### src/rtd_pkg.sv
package rtd_pkg;

    localparam int TOKEN_MAX   = 8;
    localparam int INDEX_WIDTH = 16;
    localparam int TOK_IDX_W   = $clog2(TOKEN_MAX);
    localparam int TOK_W       = 8 * TOKEN_MAX;
    localparam int MATCH_W     = 4;
    localparam int CAP_W       = INDEX_WIDTH + 1;
    localparam int CFG_IDX_W   = 3;

    // Configuration register indexes.
    localparam logic [CFG_IDX_W-1:0] REG_TERM_KIND  = 3'd0;
    localparam logic [CFG_IDX_W-1:0] REG_DELIM_BYTE = 3'd1;
    localparam logic [CFG_IDX_W-1:0] REG_TOKEN      = 3'd2;
    localparam logic [CFG_IDX_W-1:0] REG_TOKEN_LEN  = 3'd3;
    localparam logic [CFG_IDX_W-1:0] REG_CAPACITY   = 3'd4;

    // Result status codes.
    localparam logic [2:0] ST_RUNNING  = 3'd0;
    localparam logic [2:0] ST_FOUND    = 3'd1;
    localparam logic [2:0] ST_OVERFLOW = 3'd2;
    localparam logic [2:0] ST_FAILED   = 3'd3;
    localparam logic [2:0] ST_IDLE     = 3'd4;

    typedef struct packed {
        logic       mode;
        logic [7:0] rx_byte;
        logic       start_read;
    } t_in_item;

    typedef struct packed {
        logic                   store_valid;
        logic [INDEX_WIDTH-1:0] store_index;
        logic                   done_res;
        logic [2:0]             status;
        logic [INDEX_WIDTH-1:0] stored_total;
        logic [MATCH_W-1:0]     matched_length;
    } t_out_item;

    // Live configuration after clamping, as seen by the sequencer.
    typedef struct packed {
        logic                   term_kind;
        logic [7:0]             delim_byte;
        logic [TOK_W-1:0]       token;
        logic [MATCH_W-1:0]     tok_len;
        logic [INDEX_WIDTH-1:0] store_limit;
    } t_cfg;

    typedef enum logic [2:0] {
        S_IDLE,
        S_BUILD,
        S_EXEC,
        S_WALK,
        S_EMIT
    } t_state;

    function automatic logic [7:0] tok_byte(input logic [TOK_W-1:0] tok,
                                            input logic [TOK_IDX_W-1:0] k);
        return tok[8*k +: 8];
    endfunction

endpackage

### src/rtd_cfg.sv
module rtd_cfg (
    input  logic                           i_clk,
    input  logic                           i_rst_n,
    input  logic                           i_cfg_valid,
    output logic                           o_cfg_ready,
    input  logic [rtd_pkg::CFG_IDX_W-1:0]  i_cfg_index,
    input  logic [rtd_pkg::TOK_W-1:0]      i_cfg_data,
    output rtd_pkg::t_cfg                  o_cfg
);

    localparam logic [rtd_pkg::CAP_W-1:0] CAP_MIN = rtd_pkg::CAP_W'(2);
    localparam logic [rtd_pkg::CAP_W-1:0] CAP_TOP = rtd_pkg::CAP_W'(1) << rtd_pkg::INDEX_WIDTH;

    logic                          r_kind;
    logic [7:0]                    r_delim;
    logic [rtd_pkg::TOK_W-1:0]     r_token;
    logic [rtd_pkg::MATCH_W-1:0]   r_tok_len;
    logic [rtd_pkg::CAP_W-1:0]     r_cap;
    logic [rtd_pkg::CAP_W-1:0]     cap_clamped;
    logic [rtd_pkg::CAP_W-1:0]     limit_full;
    logic [rtd_pkg::MATCH_W-1:0]   len_clamped;

    assign o_cfg_ready = 1'b1;

    always_ff @(posedge i_clk) begin
        if (!i_rst_n) begin
            r_kind    <= 1'b0;
            r_delim   <= 8'd10;
            r_token   <= '0;
            r_tok_len <= rtd_pkg::MATCH_W'(1);
            r_cap     <= rtd_pkg::CAP_W'(256);
        end else if (i_cfg_valid) begin
            unique case (i_cfg_index)
                rtd_pkg::REG_TERM_KIND:  r_kind    <= i_cfg_data[0];
                rtd_pkg::REG_DELIM_BYTE: r_delim   <= i_cfg_data[7:0];
                rtd_pkg::REG_TOKEN:      r_token   <= i_cfg_data;
                rtd_pkg::REG_TOKEN_LEN:  r_tok_len <= i_cfg_data[rtd_pkg::MATCH_W-1:0];
                rtd_pkg::REG_CAPACITY:   r_cap     <= i_cfg_data[rtd_pkg::CAP_W-1:0];
                default: ;
            endcase
        end
    end

    always_comb begin
        priority if (r_cap < CAP_MIN) begin
            cap_clamped = CAP_MIN;
        end else if (r_cap > CAP_TOP) begin
            cap_clamped = CAP_TOP;
        end else begin
            cap_clamped = r_cap;
        end

        priority if (r_tok_len == '0) begin
            len_clamped = rtd_pkg::MATCH_W'(1);
        end else if (r_tok_len > rtd_pkg::MATCH_W'(rtd_pkg::TOKEN_MAX)) begin
            len_clamped = rtd_pkg::MATCH_W'(rtd_pkg::TOKEN_MAX);
        end else begin
            len_clamped = r_tok_len;
        end
    end

    assign limit_full = cap_clamped - rtd_pkg::CAP_W'(1);

    assign o_cfg.term_kind   = r_kind;
    assign o_cfg.delim_byte  = r_delim;
    assign o_cfg.token       = r_token;
    assign o_cfg.tok_len     = len_clamped;
    assign o_cfg.store_limit = limit_full[rtd_pkg::INDEX_WIDTH-1:0];

endmodule

### src/rtd_seq.sv
module rtd_seq (
    input  logic                i_clk,
    input  logic                i_rst_n,
    input  rtd_pkg::t_cfg       i_cfg,
    input  logic                i_in_valid,
    output logic                o_in_ready,
    input  rtd_pkg::t_in_item   i_in_data,
    input  logic                i_emit_ok,
    output logic                o_res_valid,
    output rtd_pkg::t_out_item  o_res
);

    rtd_pkg::t_state                     r_state, n_state;
    rtd_pkg::t_in_item                   r_item, n_item;
    rtd_pkg::t_out_item                  r_res, n_res;
    logic                                r_active, n_active;
    logic [rtd_pkg::INDEX_WIDTH-1:0]     r_stored, n_stored;
    logic [rtd_pkg::MATCH_W-1:0]         r_match, n_match;
    logic [rtd_pkg::MATCH_W-1:0]         r_i, n_i;
    logic [rtd_pkg::TOK_IDX_W-1:0]       r_len, n_len;
    logic [rtd_pkg::MATCH_W-1:0]         r_m, n_m;
    logic [rtd_pkg::TOK_IDX_W-1:0]       r_ft [rtd_pkg::TOKEN_MAX];

    logic                                ft_clear;
    logic                                ft_we;
    logic [rtd_pkg::TOK_IDX_W-1:0]       ft_waddr;
    logic [rtd_pkg::TOK_IDX_W-1:0]       ft_wdata;
    logic [rtd_pkg::TOK_IDX_W-1:0]       ft_raddr;
    logic [rtd_pkg::TOK_IDX_W-1:0]       ft_rd;
    logic [rtd_pkg::TOK_IDX_W-1:0]       tok_sel;
    logic [7:0]                          cmp_a;
    logic [7:0]                          cmp_b;
    logic                                cmp_eq;
    logic [rtd_pkg::INDEX_WIDTH-1:0]     stored_inc;
    logic [rtd_pkg::MATCH_W-1:0]         m_fin;

    // The one byte comparator, shared by table build, match walk and
    // delimiter check.
    always_comb begin
        tok_sel = (r_state == rtd_pkg::S_BUILD) ? r_len : r_m[rtd_pkg::TOK_IDX_W-1:0];
        cmp_a   = (r_state == rtd_pkg::S_BUILD)
                ? rtd_pkg::tok_byte(i_cfg.token, r_i[rtd_pkg::TOK_IDX_W-1:0])
                : r_item.rx_byte;
        cmp_b   = (r_state == rtd_pkg::S_EXEC) ? i_cfg.delim_byte
                : rtd_pkg::tok_byte(i_cfg.token, tok_sel);
        cmp_eq  = (cmp_a == cmp_b);
        ft_raddr = tok_sel - rtd_pkg::TOK_IDX_W'(1);
        ft_rd    = r_ft[ft_raddr];
    end

    assign stored_inc = r_stored + rtd_pkg::INDEX_WIDTH'(1);
    assign m_fin      = cmp_eq ? (r_m + rtd_pkg::MATCH_W'(1)) : r_m;

    always_comb begin
        n_state     = r_state;
        n_item      = r_item;
        n_res       = r_res;
        n_active    = r_active;
        n_stored    = r_stored;
        n_match     = r_match;
        n_i         = r_i;
        n_len       = r_len;
        n_m         = r_m;
        ft_clear    = 1'b0;
        ft_we       = 1'b0;
        ft_waddr    = r_i[rtd_pkg::TOK_IDX_W-1:0];
        ft_wdata    = r_len + rtd_pkg::TOK_IDX_W'(1);
        o_in_ready  = 1'b0;
        o_res_valid = 1'b0;

        unique case (r_state)
            rtd_pkg::S_IDLE: begin
                o_in_ready = 1'b1;
                if (i_in_valid) begin
                    n_item = i_in_data;
                    if (i_in_data.start_read) begin
                        n_stored = '0;
                        n_match  = '0;
                        n_active = 1'b1;
                        n_i      = rtd_pkg::MATCH_W'(1);
                        n_len    = '0;
                        ft_clear = 1'b1;
                        n_state  = rtd_pkg::S_BUILD;
                    end else begin
                        n_state = rtd_pkg::S_EXEC;
                    end
                end
            end

            rtd_pkg::S_BUILD: begin
                // One step of the prefix-table loop per cycle.
                priority if (r_i >= i_cfg.tok_len) begin
                    n_state = rtd_pkg::S_EXEC;
                end else if (cmp_eq) begin
                    ft_we = 1'b1;
                    n_len = r_len + rtd_pkg::TOK_IDX_W'(1);
                    n_i   = r_i + rtd_pkg::MATCH_W'(1);
                end else if (r_len != '0) begin
                    n_len = ft_rd;
                end else begin
                    n_i = r_i + rtd_pkg::MATCH_W'(1);
                end
            end

            rtd_pkg::S_EXEC: begin
                n_res   = '0;
                n_state = rtd_pkg::S_EMIT;
                priority if (!r_active) begin
                    n_res.status         = rtd_pkg::ST_IDLE;
                    n_res.stored_total   = r_stored;
                    n_res.matched_length = r_match;
                end else if (i_cfg.term_kind) begin
                    if (r_item.mode) begin
                        n_res.done_res       = 1'b1;
                        n_res.status         = rtd_pkg::ST_FAILED;
                        n_res.matched_length = r_match;
                        n_active             = 1'b0;
                    end else begin
                        n_m     = (r_match >= i_cfg.tok_len) ? '0 : r_match;
                        n_state = rtd_pkg::S_WALK;
                    end
                end else begin
                    n_res.store_index  = r_stored;
                    n_res.stored_total = r_stored;
                    priority if (r_item.mode) begin
                        n_res.done_res = 1'b1;
                        n_res.status   = rtd_pkg::ST_FAILED;
                    end else if (r_stored >= i_cfg.store_limit) begin
                        n_res.done_res = 1'b1;
                        n_res.status   = rtd_pkg::ST_OVERFLOW;
                    end else if (cmp_eq) begin
                        n_res.done_res = 1'b1;
                        n_res.status   = rtd_pkg::ST_FOUND;
                    end else begin
                        n_res.store_valid  = 1'b1;
                        n_res.stored_total = stored_inc;
                        n_stored           = stored_inc;
                        if (stored_inc >= i_cfg.store_limit) begin
                            n_res.done_res = 1'b1;
                            n_res.status   = rtd_pkg::ST_OVERFLOW;
                        end
                    end
                    if (n_res.done_res) begin
                        n_active = 1'b0;
                    end
                end
            end

            rtd_pkg::S_WALK: begin
                // Follow the failure chain one link per cycle.
                if (r_m != '0 && !cmp_eq) begin
                    n_m = {1'b0, ft_rd};
                end else begin
                    n_res                = '0;
                    n_res.matched_length = m_fin;
                    n_match              = m_fin;
                    if (m_fin >= i_cfg.tok_len) begin
                        n_res.done_res = 1'b1;
                        n_res.status   = rtd_pkg::ST_FOUND;
                        n_active       = 1'b0;
                    end
                    n_state = rtd_pkg::S_EMIT;
                end
            end

            rtd_pkg::S_EMIT: begin
                o_res_valid = 1'b1;
                if (i_emit_ok) begin
                    n_state = rtd_pkg::S_IDLE;
                end
            end

            default: n_state = rtd_pkg::S_IDLE;
        endcase
    end

    always_ff @(posedge i_clk) begin
        if (!i_rst_n) begin
            r_state  <= rtd_pkg::S_IDLE;
            r_active <= 1'b0;
            r_stored <= '0;
            r_match  <= '0;
        end else begin
            r_state  <= n_state;
            r_active <= n_active;
            r_stored <= n_stored;
            r_match  <= n_match;
        end
    end

    always_ff @(posedge i_clk) begin
        r_item <= n_item;
        r_res  <= n_res;
        r_i    <= n_i;
        r_len  <= n_len;
        r_m    <= n_m;
        if (ft_clear) begin
            for (int k = 0; k < rtd_pkg::TOKEN_MAX; k++) begin
                r_ft[k] <= '0;
            end
        end else if (ft_we) begin
            r_ft[ft_waddr] <= ft_wdata;
        end
    end

    assign o_res = r_res;

endmodule

### src/read_terminator_detector_unit.sv
// Read terminator detector.
// Each input request carries one received byte (or a failure event) of an
// ongoing read, with start_read marking the first request of a new read.
// Every request yields exactly one result request on the output channel.
// A separate configuration channel writes the terminator kind, delimiter,
// token, token length and buffer capacity; it is always ready.
// A request is taken while the sequencer is idle. A delimiter-mode or
// idle request goes through the execute state to the emit state and then
// into the output register; a token-mode byte first walks the failure
// chain, link by link, through the shared byte comparator. A start_read
// request first rebuilds the failure table through that same comparator.
// The sequencer is not ready meanwhile; it returns to idle once its
// result has moved on, and only then takes the next request.
// The output register lets the next request be taken while a result still
// waits; if the receiver stalls further, the sequencer holds its result
// and stops taking requests. Synchronous active-low reset empties the
// output register, ends any read and restores the configuration defaults.
module read_terminator_detector_unit (
    input  logic                           i_clk,
    input  logic                           i_rst_n,
    input  logic                           i_cfg_valid,
    output logic                           o_cfg_ready,
    input  logic [rtd_pkg::CFG_IDX_W-1:0]  i_cfg_index,
    input  logic [rtd_pkg::TOK_W-1:0]      i_cfg_data,
    input  logic                           i_in_valid,
    output logic                           o_in_ready,
    input  rtd_pkg::t_in_item              i_in_data,
    output logic                           o_out_valid,
    input  logic                           i_out_ready,
    output rtd_pkg::t_out_item             o_out_data
);

    rtd_pkg::t_cfg       cfg;
    rtd_pkg::t_out_item  res;
    logic                res_valid;
    logic                emit_ok;
    logic                r_out_valid;
    rtd_pkg::t_out_item  r_out_data;

    rtd_cfg u_cfg (
        .i_clk       (i_clk),
        .i_rst_n     (i_rst_n),
        .i_cfg_valid (i_cfg_valid),
        .o_cfg_ready (o_cfg_ready),
        .i_cfg_index (i_cfg_index),
        .i_cfg_data  (i_cfg_data),
        .o_cfg       (cfg)
    );

    rtd_seq u_seq (
        .i_clk       (i_clk),
        .i_rst_n     (i_rst_n),
        .i_cfg       (cfg),
        .i_in_valid  (i_in_valid),
        .o_in_ready  (o_in_ready),
        .i_in_data   (i_in_data),
        .i_emit_ok   (emit_ok),
        .o_res_valid (res_valid),
        .o_res       (res)
    );

    // The output register can take a new result when empty or when its
    // current content leaves in this cycle.
    assign emit_ok = !r_out_valid || i_out_ready;

    always_ff @(posedge i_clk) begin
        if (!i_rst_n) begin
            r_out_valid <= 1'b0;
        end else if (res_valid && emit_ok) begin
            r_out_valid <= 1'b1;
        end else if (i_out_ready) begin
            r_out_valid <= 1'b0;
        end
    end

    always_ff @(posedge i_clk) begin
        if (res_valid && emit_ok) begin
            r_out_data <= res;
        end
    end

    assign o_out_valid = r_out_valid;
    assign o_out_data  = r_out_data;

endmodule

### config.mk
export PLATFORM = sky130hd
export DESIGN_NAME = read_terminator_detector_unit
export DESIGN_NICKNAME = d
export VERILOG_FILES = /design/src/rtd_pkg.sv /design/src/rtd_cfg.sv /design/src/rtd_seq.sv /design/src/read_terminator_detector_unit.sv
export SDC_FILE = /design/constraint.sdc
export NUM_CORES = 1
export LEC_CHECK = 0
export BUFFER_PORTS_ARGS = -buffer_cell sky130_fd_sc_hd__buf_2
export CAP_MARGIN = 20
export CELL_PAD_IN_SITES_DETAIL_PLACEMENT = 0
export CELL_PAD_IN_SITES_GLOBAL_PLACEMENT = 2
export CORE_AREA = 5 5 186 188
export CTS_BUF_LIST = sky130_fd_sc_hd__clkbuf_2
export DETAILED_ROUTE_END_ITERATION = 8
export DIE_AREA = 0 0 191 193
export GPL_ROUTABILITY_DRIVEN = 0
export PLACE_DENSITY_LB_ADDON = 0.1
export SLEW_MARGIN = 20
export SYNTH_ARGS = -nofsm -noshare
export SYNTH_HDL_FRONTEND = slang
export SYNTH_SLANG_ARGS = --single-unit
### constraint.sdc
create_clock -name i_clk -period 11.6 [get_ports i_clk]
set_input_delay 1.74 -clock i_clk [delete_from_list [all_inputs] [get_ports i_clk]]
set_output_delay 1.74 -clock i_clk [all_outputs]
set_load 0.03 [all_outputs]
# == Word-level counts from Yosys, hierarchy flattened ==
# Memories as Yosys holds them, arrays and structs flattened.
# Cells that the tools add are included.
# op_classes
n_reduce_logical,31
eq_ne,23
n_lt_le_gt_ge,8
mux,95
shift,2
n_addsub,6
# ops
cell,n
16-bit 2-to-1 mux,10
64-bit by 7-bit variable part select with 8-bit output,2
4-bit 2-to-1 mux,28
41-bit case mux with 2 select lines,1
3-bit 2-to-1 mux,15
41-bit 2-to-1 mux,1
16-bit >= comparator,2
16-bit case mux with 2 select lines,1
1-bit 2-to-1 mux,27
5-bit AND reduction,5
4-bit case mux with 2 select lines,3
23-bit 2-to-1 mux,1
18-bit 2-to-1 mux,1
"2-bit != test, second input constant",9
"17-bit > comparator, second input constant",1
"17-bit by 2-bit < comparator with 1-bit output, second input constant",1
17-bit 2-to-1 mux,1
"16-bit by 1-bit adder with 16-bit output, second input constant",1
8-bit 2-to-1 mux,2
"16-bit by 1-bit subtractor with 16-bit output, second input constant",1
3-bit case mux with 5 select lines,1
2-bit AND reduction,7
"3-bit by 2-bit equality test with 1-bit output, second input constant",4
4-bit >= comparator,3
other kinds (22),37
# totals
memories,1
output_inout_bits,44
elab_cells,193
reg_bits,221
mem_bits_rw,24
# mem_list
name,depth,word_bits,rd,rd_ports_with_merged_regs,wr,line_no,text
u_seq.r_ft,8,3,1,0,8,rtd_seq.sv:22,logic [rtd_pkg::TOK_IDX_W-1:0] r_ft [rtd_pkg::TOKEN_MAX];

# == Depth between registers and ports, before layout ==
# Gate-level depths: netlist of the first run.
# logic_depth
word_depth,16
depth_mapped,22

# == Cells and area by module ==
# A second synthesis of the first run with hierarchy kept.
# hier_totals
cells_unflattened,1386
area_unflattened_um2,13658.1
# modules_own_cells
module,cells_per_inst,area_each_um2,seq_area_each_um2,instances
rtd_seq,836,8244.2,3032.9,1
rtd_cfg,504,4125.2,1881.8,1
read_terminator_detector_unit,46,1288.7,1251.2,1

# == Worst setup path after synthesis of the first run ==
# OpenSTA, ideal clock, no wires.
# synth_path
path_type,reg-to-reg
start,reg u_seq.r_state[1]
end,"reg u_seq.r_res, in the netlist u_seq.o_res[0], enable pin"
path_stages_with_launch,14
slack_ns,5.981
arrival_ns,5.155
n_path_buf,4
cell_sequence,dfxtp_1 buf_2 nor3b_4 mux2i_2 clkinv_1 buf_4 a2111oi_0 nor4_1 xnor2_1 o31ai_4 nand4_2 buf_6 clkbuf_1 a31oi_1
# synth_via
elab_chain_cells,9
# synth_lines
element,line_no,text
from (decl),rtd_seq.sv:13,"rtd_pkg::t_state r_state, n_state;"
from (signal assigned),rtd_seq.sv:179,r_state <= rtd_pkg::S_IDLE;
from (signal assigned),rtd_seq.sv:184,r_state <= n_state;
3-bit by 1-bit equality test with 1-bit output,"rtd_seq.sv:40, rtd_seq.sv:41",
3-bit 2-to-1 mux,rtd_seq.sv:40,tok_sel = (r_state == rtd_pkg::S_BUILD) ? r_len : r_m[rtd_pkg::TOK_IDX_W-1:0];
64-bit by 7-bit variable part select with 8-bit output,rtd_pkg.sv:59,return tok[8*k +: 8];
8-bit 2-to-1 mux,rtd_seq.sv:44,cmp_b = (r_state == rtd_pkg::S_EXEC) ? i_cfg.delim_byte
8-bit equality test,rtd_seq.sv:46,cmp_eq = (cmp_a == cmp_b);
1-bit logical NOT,rtd_seq.sv:151,if (r_m != '0 && !cmp_eq) begin
1-bit logical AND,rtd_seq.sv:151,
2-bit != test (no line),--,
2-bit AND reduction (no line) (*),--,
to (signal assigned),rtd_seq.sv:193,r_res <= n_res;
to (decl),rtd_seq.sv:15,"rtd_pkg::t_out_item r_res, n_res;"
# Every way passes the cells marked *; elsewhere a longest branch is shown, timed or not.
# A chain may end at the register's enable or synchronous reset.

# == Final worst setup path of the first run ==
# layout_path
start,reg u_cfg.r_cap[2] (netlist bit)
end,"reg u_seq.r_res, in the netlist u_seq.o_res[18] (data pin)"
# layout_via
elab_chain_cells,10
# layout_lines
element,line_no,text
from (decl),rtd_cfg.sv:18,logic [rtd_pkg::CAP_W-1:0] r_cap;
from (signal assigned),rtd_cfg.sv:31,r_cap <= rtd_pkg::CAP_W'(256);
from (signal assigned),rtd_cfg.sv:38,rtd_pkg::REG_CAPACITY: r_cap <= i_cfg_data[rtd_pkg::CAP_W-1:0];
17-bit > comparator,rtd_cfg.sv:47,end else if (r_cap > CAP_TOP) begin
16-bit 2-to-1 mux,rtd_cfg.sv:47,
16-bit 2-to-1 mux (*),rtd_cfg.sv:45,priority if (r_cap < CAP_MIN) begin
16-bit by 1-bit subtractor with 16-bit output (*),rtd_cfg.sv:62,assign limit_full = cap_clamped - rtd_pkg::CAP_W'(1);
16-bit >= comparator (*),rtd_seq.sv:128,end else if (r_stored >= i_cfg.store_limit) begin
16-bit 2-to-1 mux (*),rtd_seq.sv:128,
16-bit 2-to-1 mux (*),rtd_seq.sv:125,priority if (r_item.mode) begin
16-bit 2-to-1 mux (*),rtd_seq.sv:112,end else if (i_cfg.term_kind) begin
23-bit 2-to-1 mux (*),rtd_seq.sv:108,priority if (!r_active) begin
41-bit case mux with 2 select lines (*),rtd_seq.sv:71,unique case (r_state)
# Marked as above.

==> reports/qor.yml, run 1 <==
status: "finished clean"
nets: 1660
netlist_instances: 1422
grt_pass1_wl_mm: 63.8
hold_viol_final: 0
synth_async_sr_flop_share_pct: 0
worstHoldStart: "u_seq.o_res[24]$_SDFFCE_PP0P_"
cts_htree_levels: 3
drt_wl_total_mm: 41.0
rsz0062_at_grt: "no"
cts_buffers: 66
tightestPinTransition_ns: 1.07
grt_antenna_before_repair: 1
vias: 11300
cp.required_ns: 12.18
regToRegSetupSlack_ns: 5.48
insertion_delay_ns: 0.88
drtPass1Iterations: 7
grt_max_degree: 97
hpwlAfterDp_mm: 29.4
cts_tree: "built"
track_usage_pct: 22.1
crit_fanout: 18
synth_edf_count: 126
ys_warn_count: 0
cts_buffer_depth: 3
dieArea_sq_mm: 0.0369
die_x_um: 191
start_util_pct: 41.1
core_sq_mm: 0.0329
fmax_mhz: 163
wire_per_inst_um: 20.3
end_kind: "flip-flop"
clk_pin_slew_ns: 0.12
cts_resized: 0
die_y_um: 193
clock_skew_ns: 0.0660
synth_flop_cell: "edfxtp_1"
arrival_ns: 6.70
crit_slowest_cell: "nor2_1"
drc: 0
reg2regPathDepth: 18
num_io_pins: 126
crit_type: "reg -> reg"
drive_gt1_share_pct: 19.8
seq_area_frac_synth_pct: 45.5
final_util_pct: 45.6
holdPathEnd: "o_out_data[24]$_DFFE_PP_"
drv_cap: 0
power.density_mw_per_mm2: 125
setup-tns-final_ns: 0
cts_hold_buf: 0
crit_chain: "or4_1, nor4_2, and3b_1, nand3_1, a21oi_1, inv_1, ha_1, nand2_1, o21ai_0, a22oi_1, ha_1, o21ai_0, a221oi_1, a221o_1, maj3_1, a211o_1, nor2_1, o221ai_1"
vdd.ir_drop.worst_uv: 69.4
start_kind: "flip-flop"
cts_setup_buffers: 0
r2r_start: "u_cfg.r_cap[2]$_SDFFE_PN0P_"
post-route-period-util_pct: 52.8
gr-total-overflow: 0
timing.final.setup_violations: 0
period_needed_ns: 6.12
syn_area_per_cell_sq_um: 9.52
port_buffers: 124
clock-sinks: 245
syn-cell-area_sq_mm: 0.0135
yosys_register_bits: 245
drtIter0Drc: 707
syn_to_final_growth_pct: 11.1
rows: 67
grt_pass1_vias: 11000
ys_types: 81
slew_viol_final: 0
hold_path_class: "reg -> reg"
viasPerCell: 5.61
antenna_left: 0
slowest_delay_ns: 0.83
max_slew_margin_pct: 28.9
p_leak_nw: 5.81
r2r_end: "u_seq.o_res[18]$_SDFFCE_PP0P_"
syn_nets: 1554
cts_root_buffer: "clkbuf_2"
min_path_cells: 0
[worst max path at each step]
| stage | slack [ns] | from | endpoint | cells after the start |
|---|---|---|---|---|
| 2_1_floorplan | 5.98 | u_seq.r_state[1]$_SDFFE_PN0P_ | u_seq.o_res[0]$_DFFE_PP_ | 13 |
| 3_3_place_gp | 5.62 | u_cfg.r_cap[2]$_SDFFE_PN0P_ | u_seq.r_stored[7]$_SDFFE_PN0P_ | 19 |
| 3_5_place_dp | 5.45 | u_cfg.r_cap[2]$_SDFFE_PN0P_ | u_seq.o_res[18]$_SDFFCE_PP0P_ | 18 |
| 4_1_cts | 5.43 | u_cfg.r_cap[2]$_SDFFE_PN0P_ | u_seq.o_res[18]$_SDFFCE_PP0P_ | 18 |
| 5_1_grt | 5.06 | u_cfg.r_cap[2]$_SDFFE_PN0P_ | u_seq.o_res[18]$_SDFFCE_PP0P_ | 17 |
| 6_report | 5.48 | u_cfg.r_cap[2]$_SDFFE_PN0P_ | u_seq.o_res[18]$_SDFFCE_PP0P_ | 18 |
[per-stage QoR]
stage | worst slack [ns] | hold WS (ns) | area [sq um] | std cells | total power [mW]
6_report | 5.48 | 0.418 | 15000 | 2023 | 1.88
2_1_floorplan | 5.98 | 0.400 | 13500 | 1422 | 1.20
3_5_place_dp | 5.45 | 0.405 | 14400 | 1907 | 1.31
5_1_grt | 5.06 | 0.399 | 15000 | 2023 | 1.99
3_3_place_gp | 5.62 | 0.401 | 14400 | 1907 | 1.30
4_1_cts | 5.43 | 0.402 | 15000 | 2021 | 1.91
[Yosys cell counts (11+ instances only)]
library cell,count,area (sq um)
nor3_1,33,165
o31ai_1,20,150
and2_1,23,144
ha_1,50,626
and3_1,15,93.8
dfxtp_1,119,2380
nor2_1,57,214
a21o_1,14,105
mux4_2,23,518
nand2b_1,18,113
nand2_1,256,961
edfxtp_1,126,3780
a21oi_1,124,621
mux2_2,12,135
o221ai_1,11,96.3
a31oi_1,20,125
o21ai_0,25,125
nand3_1,39,195
clkbuf_1,74,278
buf_2,15,75.1
xnor2_1,28,245
mux2i_1,34,340
nor4_1,18,113
inv_1,50,188
a211oi_1,27,203
[power breakdown]
part | internal [mW] | switching [mW]
Sequential | 0.952 | 0.0310
Clock | 0.226 | 0.370
Combinational | 0.101 | 0.204
[layout make-up]
type,count,area [sq um]
inverters,53,199
flip-flops and latches,245,6170
clock inverters,16,77.6
repair buffers,142,768
diodes,1,2.50
clock buffers,98,490
multi-input cells,1020,6770
fillers,3295,17900
well taps,448,561
[sequential cells by signal (all words and copies together) (netlist names)]
signal,cells
u_cfg.r_kind,1
u_seq.r_active,1
u_seq.r_ft,24
u_cfg.r_token,64
u_seq.o_res,41
u_seq.r_i,4
u_cfg.r_tok_len,4
o_out_data,41
u_seq.r_stored,16
o_out_valid,1
u_seq.r_len,3
u_seq.r_state,3
u_cfg.r_delim,8
u_seq.r_item,9
u_cfg.r_cap,17
u_seq.r_m,4
u_seq.r_match,4
[per-layer routing]
layer	vias to the layer above	share of wire, %	global-route usage (%)
met5	-	0	0
met4	0	2.3	6.93
met3	76	6.0	4.30
met2	383	43	32.1
met1	5390	49	33.3
li1	5494	-	-
[worst max-delay path, delay by kind of cell, from the launching register on]
kind,cells,cell delay (ns)
AOI/OAI and AO/OA,8,2.10
adders and majority gates,3,1.03
buffers and inverters,1,0.14
DFF,1,0.36
and+or+nand+nor,6,2.24
[cells in the final DEF, fill, tap and decap left out, types with 11 or more instances in the layout]
cell	n
nand2_1	255
edfxtp_1	126
a21oi_1	124
buf_2	124
dfxtp_1	119
clkbuf_2	98
nor2_1	56
inv_1	50
ha_1	50
nand3_1	39
mux2i_1	34
nor3_1	33
xnor2_1	28
a211oi_1	27
o21ai_0	25
mux4_2	23
and2_1	23
o31ai_1	20
a31oi_1	19
nor4_1	18
nand2b_1	18
buf_4	17
and3_1	15
a21o_1	14
mux2_2	12
o221ai_1	11
[cell families (layout without fill, tap and decap cells)]
logic type / count (synthesis) / in the layout / share of synthesized area [%]
simple gates: 519 / 519 / 18.1
flops: 245 / 245 / 45.5
other cells: 1 / 2 / 0.0277
compound gates: 340 / 340 / 17.0
mux: 70 / 70 / 7.44
xor+xnor: 38 / 38 / 2.46
fa+ha+maj: 52 / 52 / 4.77
buf+inv: 157 / 309 / 4.66
No activity file was read; power rests on OpenSTA's default activity.
==> run 2: changes to the inputs <==
--- a/config.mk
+++ b/config.mk
@@ -9,10 +9,10 @@
 export CAP_MARGIN = 20
 export CELL_PAD_IN_SITES_DETAIL_PLACEMENT = 0
 export CELL_PAD_IN_SITES_GLOBAL_PLACEMENT = 2
-export CORE_AREA = 5 5 186 188
+export CORE_AREA = 5 5 193 195
 export CTS_BUF_LIST = sky130_fd_sc_hd__clkbuf_2
 export DETAILED_ROUTE_END_ITERATION = 8
-export DIE_AREA = 0 0 191 193
+export DIE_AREA = 0 0 198 200
 export GPL_ROUTABILITY_DRIVEN = 0
 export PLACE_DENSITY_LB_ADDON = 0.1
 export SLEW_MARGIN = 20
==> constraint.sdc (replaced) <==
create_clock -name i_clk -period 6.38 [get_ports i_clk]
set_input_delay 0.957 -clock i_clk [delete_from_list [all_inputs] [get_ports i_clk]]
set_output_delay 0.957 -clock i_clk [all_outputs]
set_load 0.03 [all_outputs]
==> run 2 against run 1 <==
- core utilization decreased by 2.5 points
- sequential share of layout area fell by 0.44 points
- die area is 7.4% higher
- critical path type unchanged
- register-to-register slack worse by 5.0 ns
- cell area is 1.1% higher
==> reports/qor.yml, run 2 (same netlist as run 1, synthesis figures left out) <==
slowest_delay_ns: 0.68  # -0.15 ns
slew_viol_final: 0  # unchanged
die_y_um: 200  # +3.6%
vdd.ir_drop.worst_uv: 105  # +51%
worst_hold_slack_ns: 0.214  # -0.204 ns
die_x_um: 198  # +3.7%
drive_gt1_share_pct: 20.1  # +0.30 points
layout_common_cells: "nand2_1 (256), edfxtp_1 (126), a21oi_1 (124), buf_2 (124), dfxtp_1 (119)"
nets: 1671  # +0.66%
setup-tns-final_ns: 0  # unchanged
crit_family: "compound AO/OA/AOI/OAI gates"
crit_fanout: 18  # unchanged
crit_slowest_cell: "o41ai_2"
insertion_delay_ns: 0.94  # +0.06 ns
post-route-period-util_pct: 92.4  # +40 points
largest_register_ff_count: 64  # unchanged
port_buffers: 124  # unchanged
drt_wl_total_mm: 42.0  # +2.4%
status: "finished clean"
start_kind: "flip-flop"
timing.final.setup_violations: 0  # unchanged
cts_tree: "built"
clk_pin_slew_ns: 0.10  # -0.02 ns
dieArea_sq_mm: 0.0396  # +7.4%
cts_buffers: 68  # +3.0%
rsz0062_at_grt: "no"
grt_max_degree: 97  # unchanged
syn_to_final_growth_pct: 12.3
dp_cells: 1928  # +1.1%
tightestPinTransition_ns: 0.885  # -0.181 ns
power.density_mw_per_mm2: 230  # +84%
cts_hold_buf: 0  # unchanged
end_kind: "flip-flop"
final_util_pct: 43.2  # -2.5 points
hold_viol_final: 0  # unchanged
fin_cells: 2055  # +1.6%
drtIter0Drc: 723  # +2.3%
crit_buf_inv: 1  # unchanged
max_slew_margin_pct: 40.6  # +12 points
layout_commonest_cell: "nand2_1"
start_util_pct: 38.4  # -2.7 points
cts_buffer_depth: 3  # unchanged
vias: 11300  # -0.11%
clock-sinks: 245  # unchanged
cp.required_ns: 7.21  # -4.97 ns
wire_per_inst_um: 20.4  # +0.76%
clock_skew_ns: 0.0814  # +0.0154 ns
drc: 0  # unchanged
antenna_left: 0  # unchanged
drv_cap: 0  # unchanged
gr-total-overflow: 0  # unchanged
num_io_pins: 126  # unchanged
grt_pass1_vias: 11300  # +2.5%
hold_path_class: "in -> reg"
hpwlAfterDp_mm: 30.3  # +3.1%
track_usage_pct: 20.9  # -1.2 points
grt_pass1_wl_mm: 65.1  # +1.9%
crit_type: "reg -> reg"
fmax_mhz: 170  # +3.8%
layout_setup_ws_ns: 0.485  # -4.99 ns
core_sq_mm: 0.0352  # +6.9%
post-place-ws_ns: 0.518  # -4.93 ns
period_needed_ns: 5.90  # -0.226 ns
cts_resized: 0  # unchanged
cts_root_buffer: "clkbuf_2"
crit_chain: "or4_1, nor4_2, and3b_1, nand3_1, a21oi_1, inv_1, ha_1, nand2_1, o21ai_0, a22oi_1, ha_1, o21ai_0, a221oi_1, a221o_1, maj3_1, a211o_1, o41ai_2, a211oi_1, o21a_1"
drtPass1Iterations: 5  # -2
arrival_ns: 6.73  # +0.03 ns
viasPerCell: 5.51  # -1.7%
rows: 69  # +3.0%
cts_htree_levels: 3  # unchanged
grt_antenna_before_repair: 2  # +1
top_register: "u_cfg.r_token"
p_leak_nw: 5.86  # +0.92%
cts_setup_buffers: 0  # unchanged
run 2: cell types whose count changed in the layout (fill, tap and decap cells not counted), moves of 3 or more:
cell | previous run | this run
clkinv_1 | 10 | 14
inv_2 | 4 | 1
diode_2 | 1 | 9
clkbuf_2 | 98 | 93
buf_4 | 17 | 25
clkinv_2 | 1 | 4
run 2: layout make-up:
class,count,area [sq um]
diodes,9,22.5
clock buffers,93,465
clock inverters,23,143
fillers,3563,20000
inverters,53,199
multi-input cells,1020,6770
flip-flops and latches,245,6170
well taps,461,577
repair buffers,151,856
run 2: power breakdown:
part / internal [mW] / switching (mW) / total (mW)
Combinational: 0.189 / 0.388 / 0.577
Sequential: 1.73 / 0.0458 / 1.78
Clock: 0.441 / 0.707 / 1.15
Total: 2.36 / 1.14 / 3.50
run 2: path summary, 6_finish.rpt:
check / start / to / slack, ns / cells after the start
setup / recovery: u_cfg.r_cap[2]$_SDFFE_PN0P_ / u_seq.r_stored[15]$_SDFFE_PN0P_ / 0.48 / 19
hold / removal: i_in_data[8] / u_seq.r_item[8]$_DFFE_PP_ / 0.21 / 1
setup reg to reg: u_cfg.r_cap[2]$_SDFFE_PN0P_ / u_seq.r_stored[15]$_SDFFE_PN0P_ / 0.48 / 19
hold reg to reg: u_seq.o_res[5]$_SDFFCE_PP0P_ / o_out_data[5]$_DFFE_PP_ / 0.40 / 0
run 2: metal layers:
metal	GRT usage [%]	wire, um
met5	0	0
met4	6.27	910
met3	4.58	2650
met2	31.3	17900
met1	30.6	20500
run 2: per-stage QoR:
step / power, mW / instance area [sq um]
5_1_grt: 3.68 / 15200
3_5_place_dp: 2.39 / 14500
4_1_cts: 3.54 / 15100
6_report: 3.50 / 15200
3_3_place_gp: 2.38 / 14500
2_1_floorplan: 2.18 / 13500
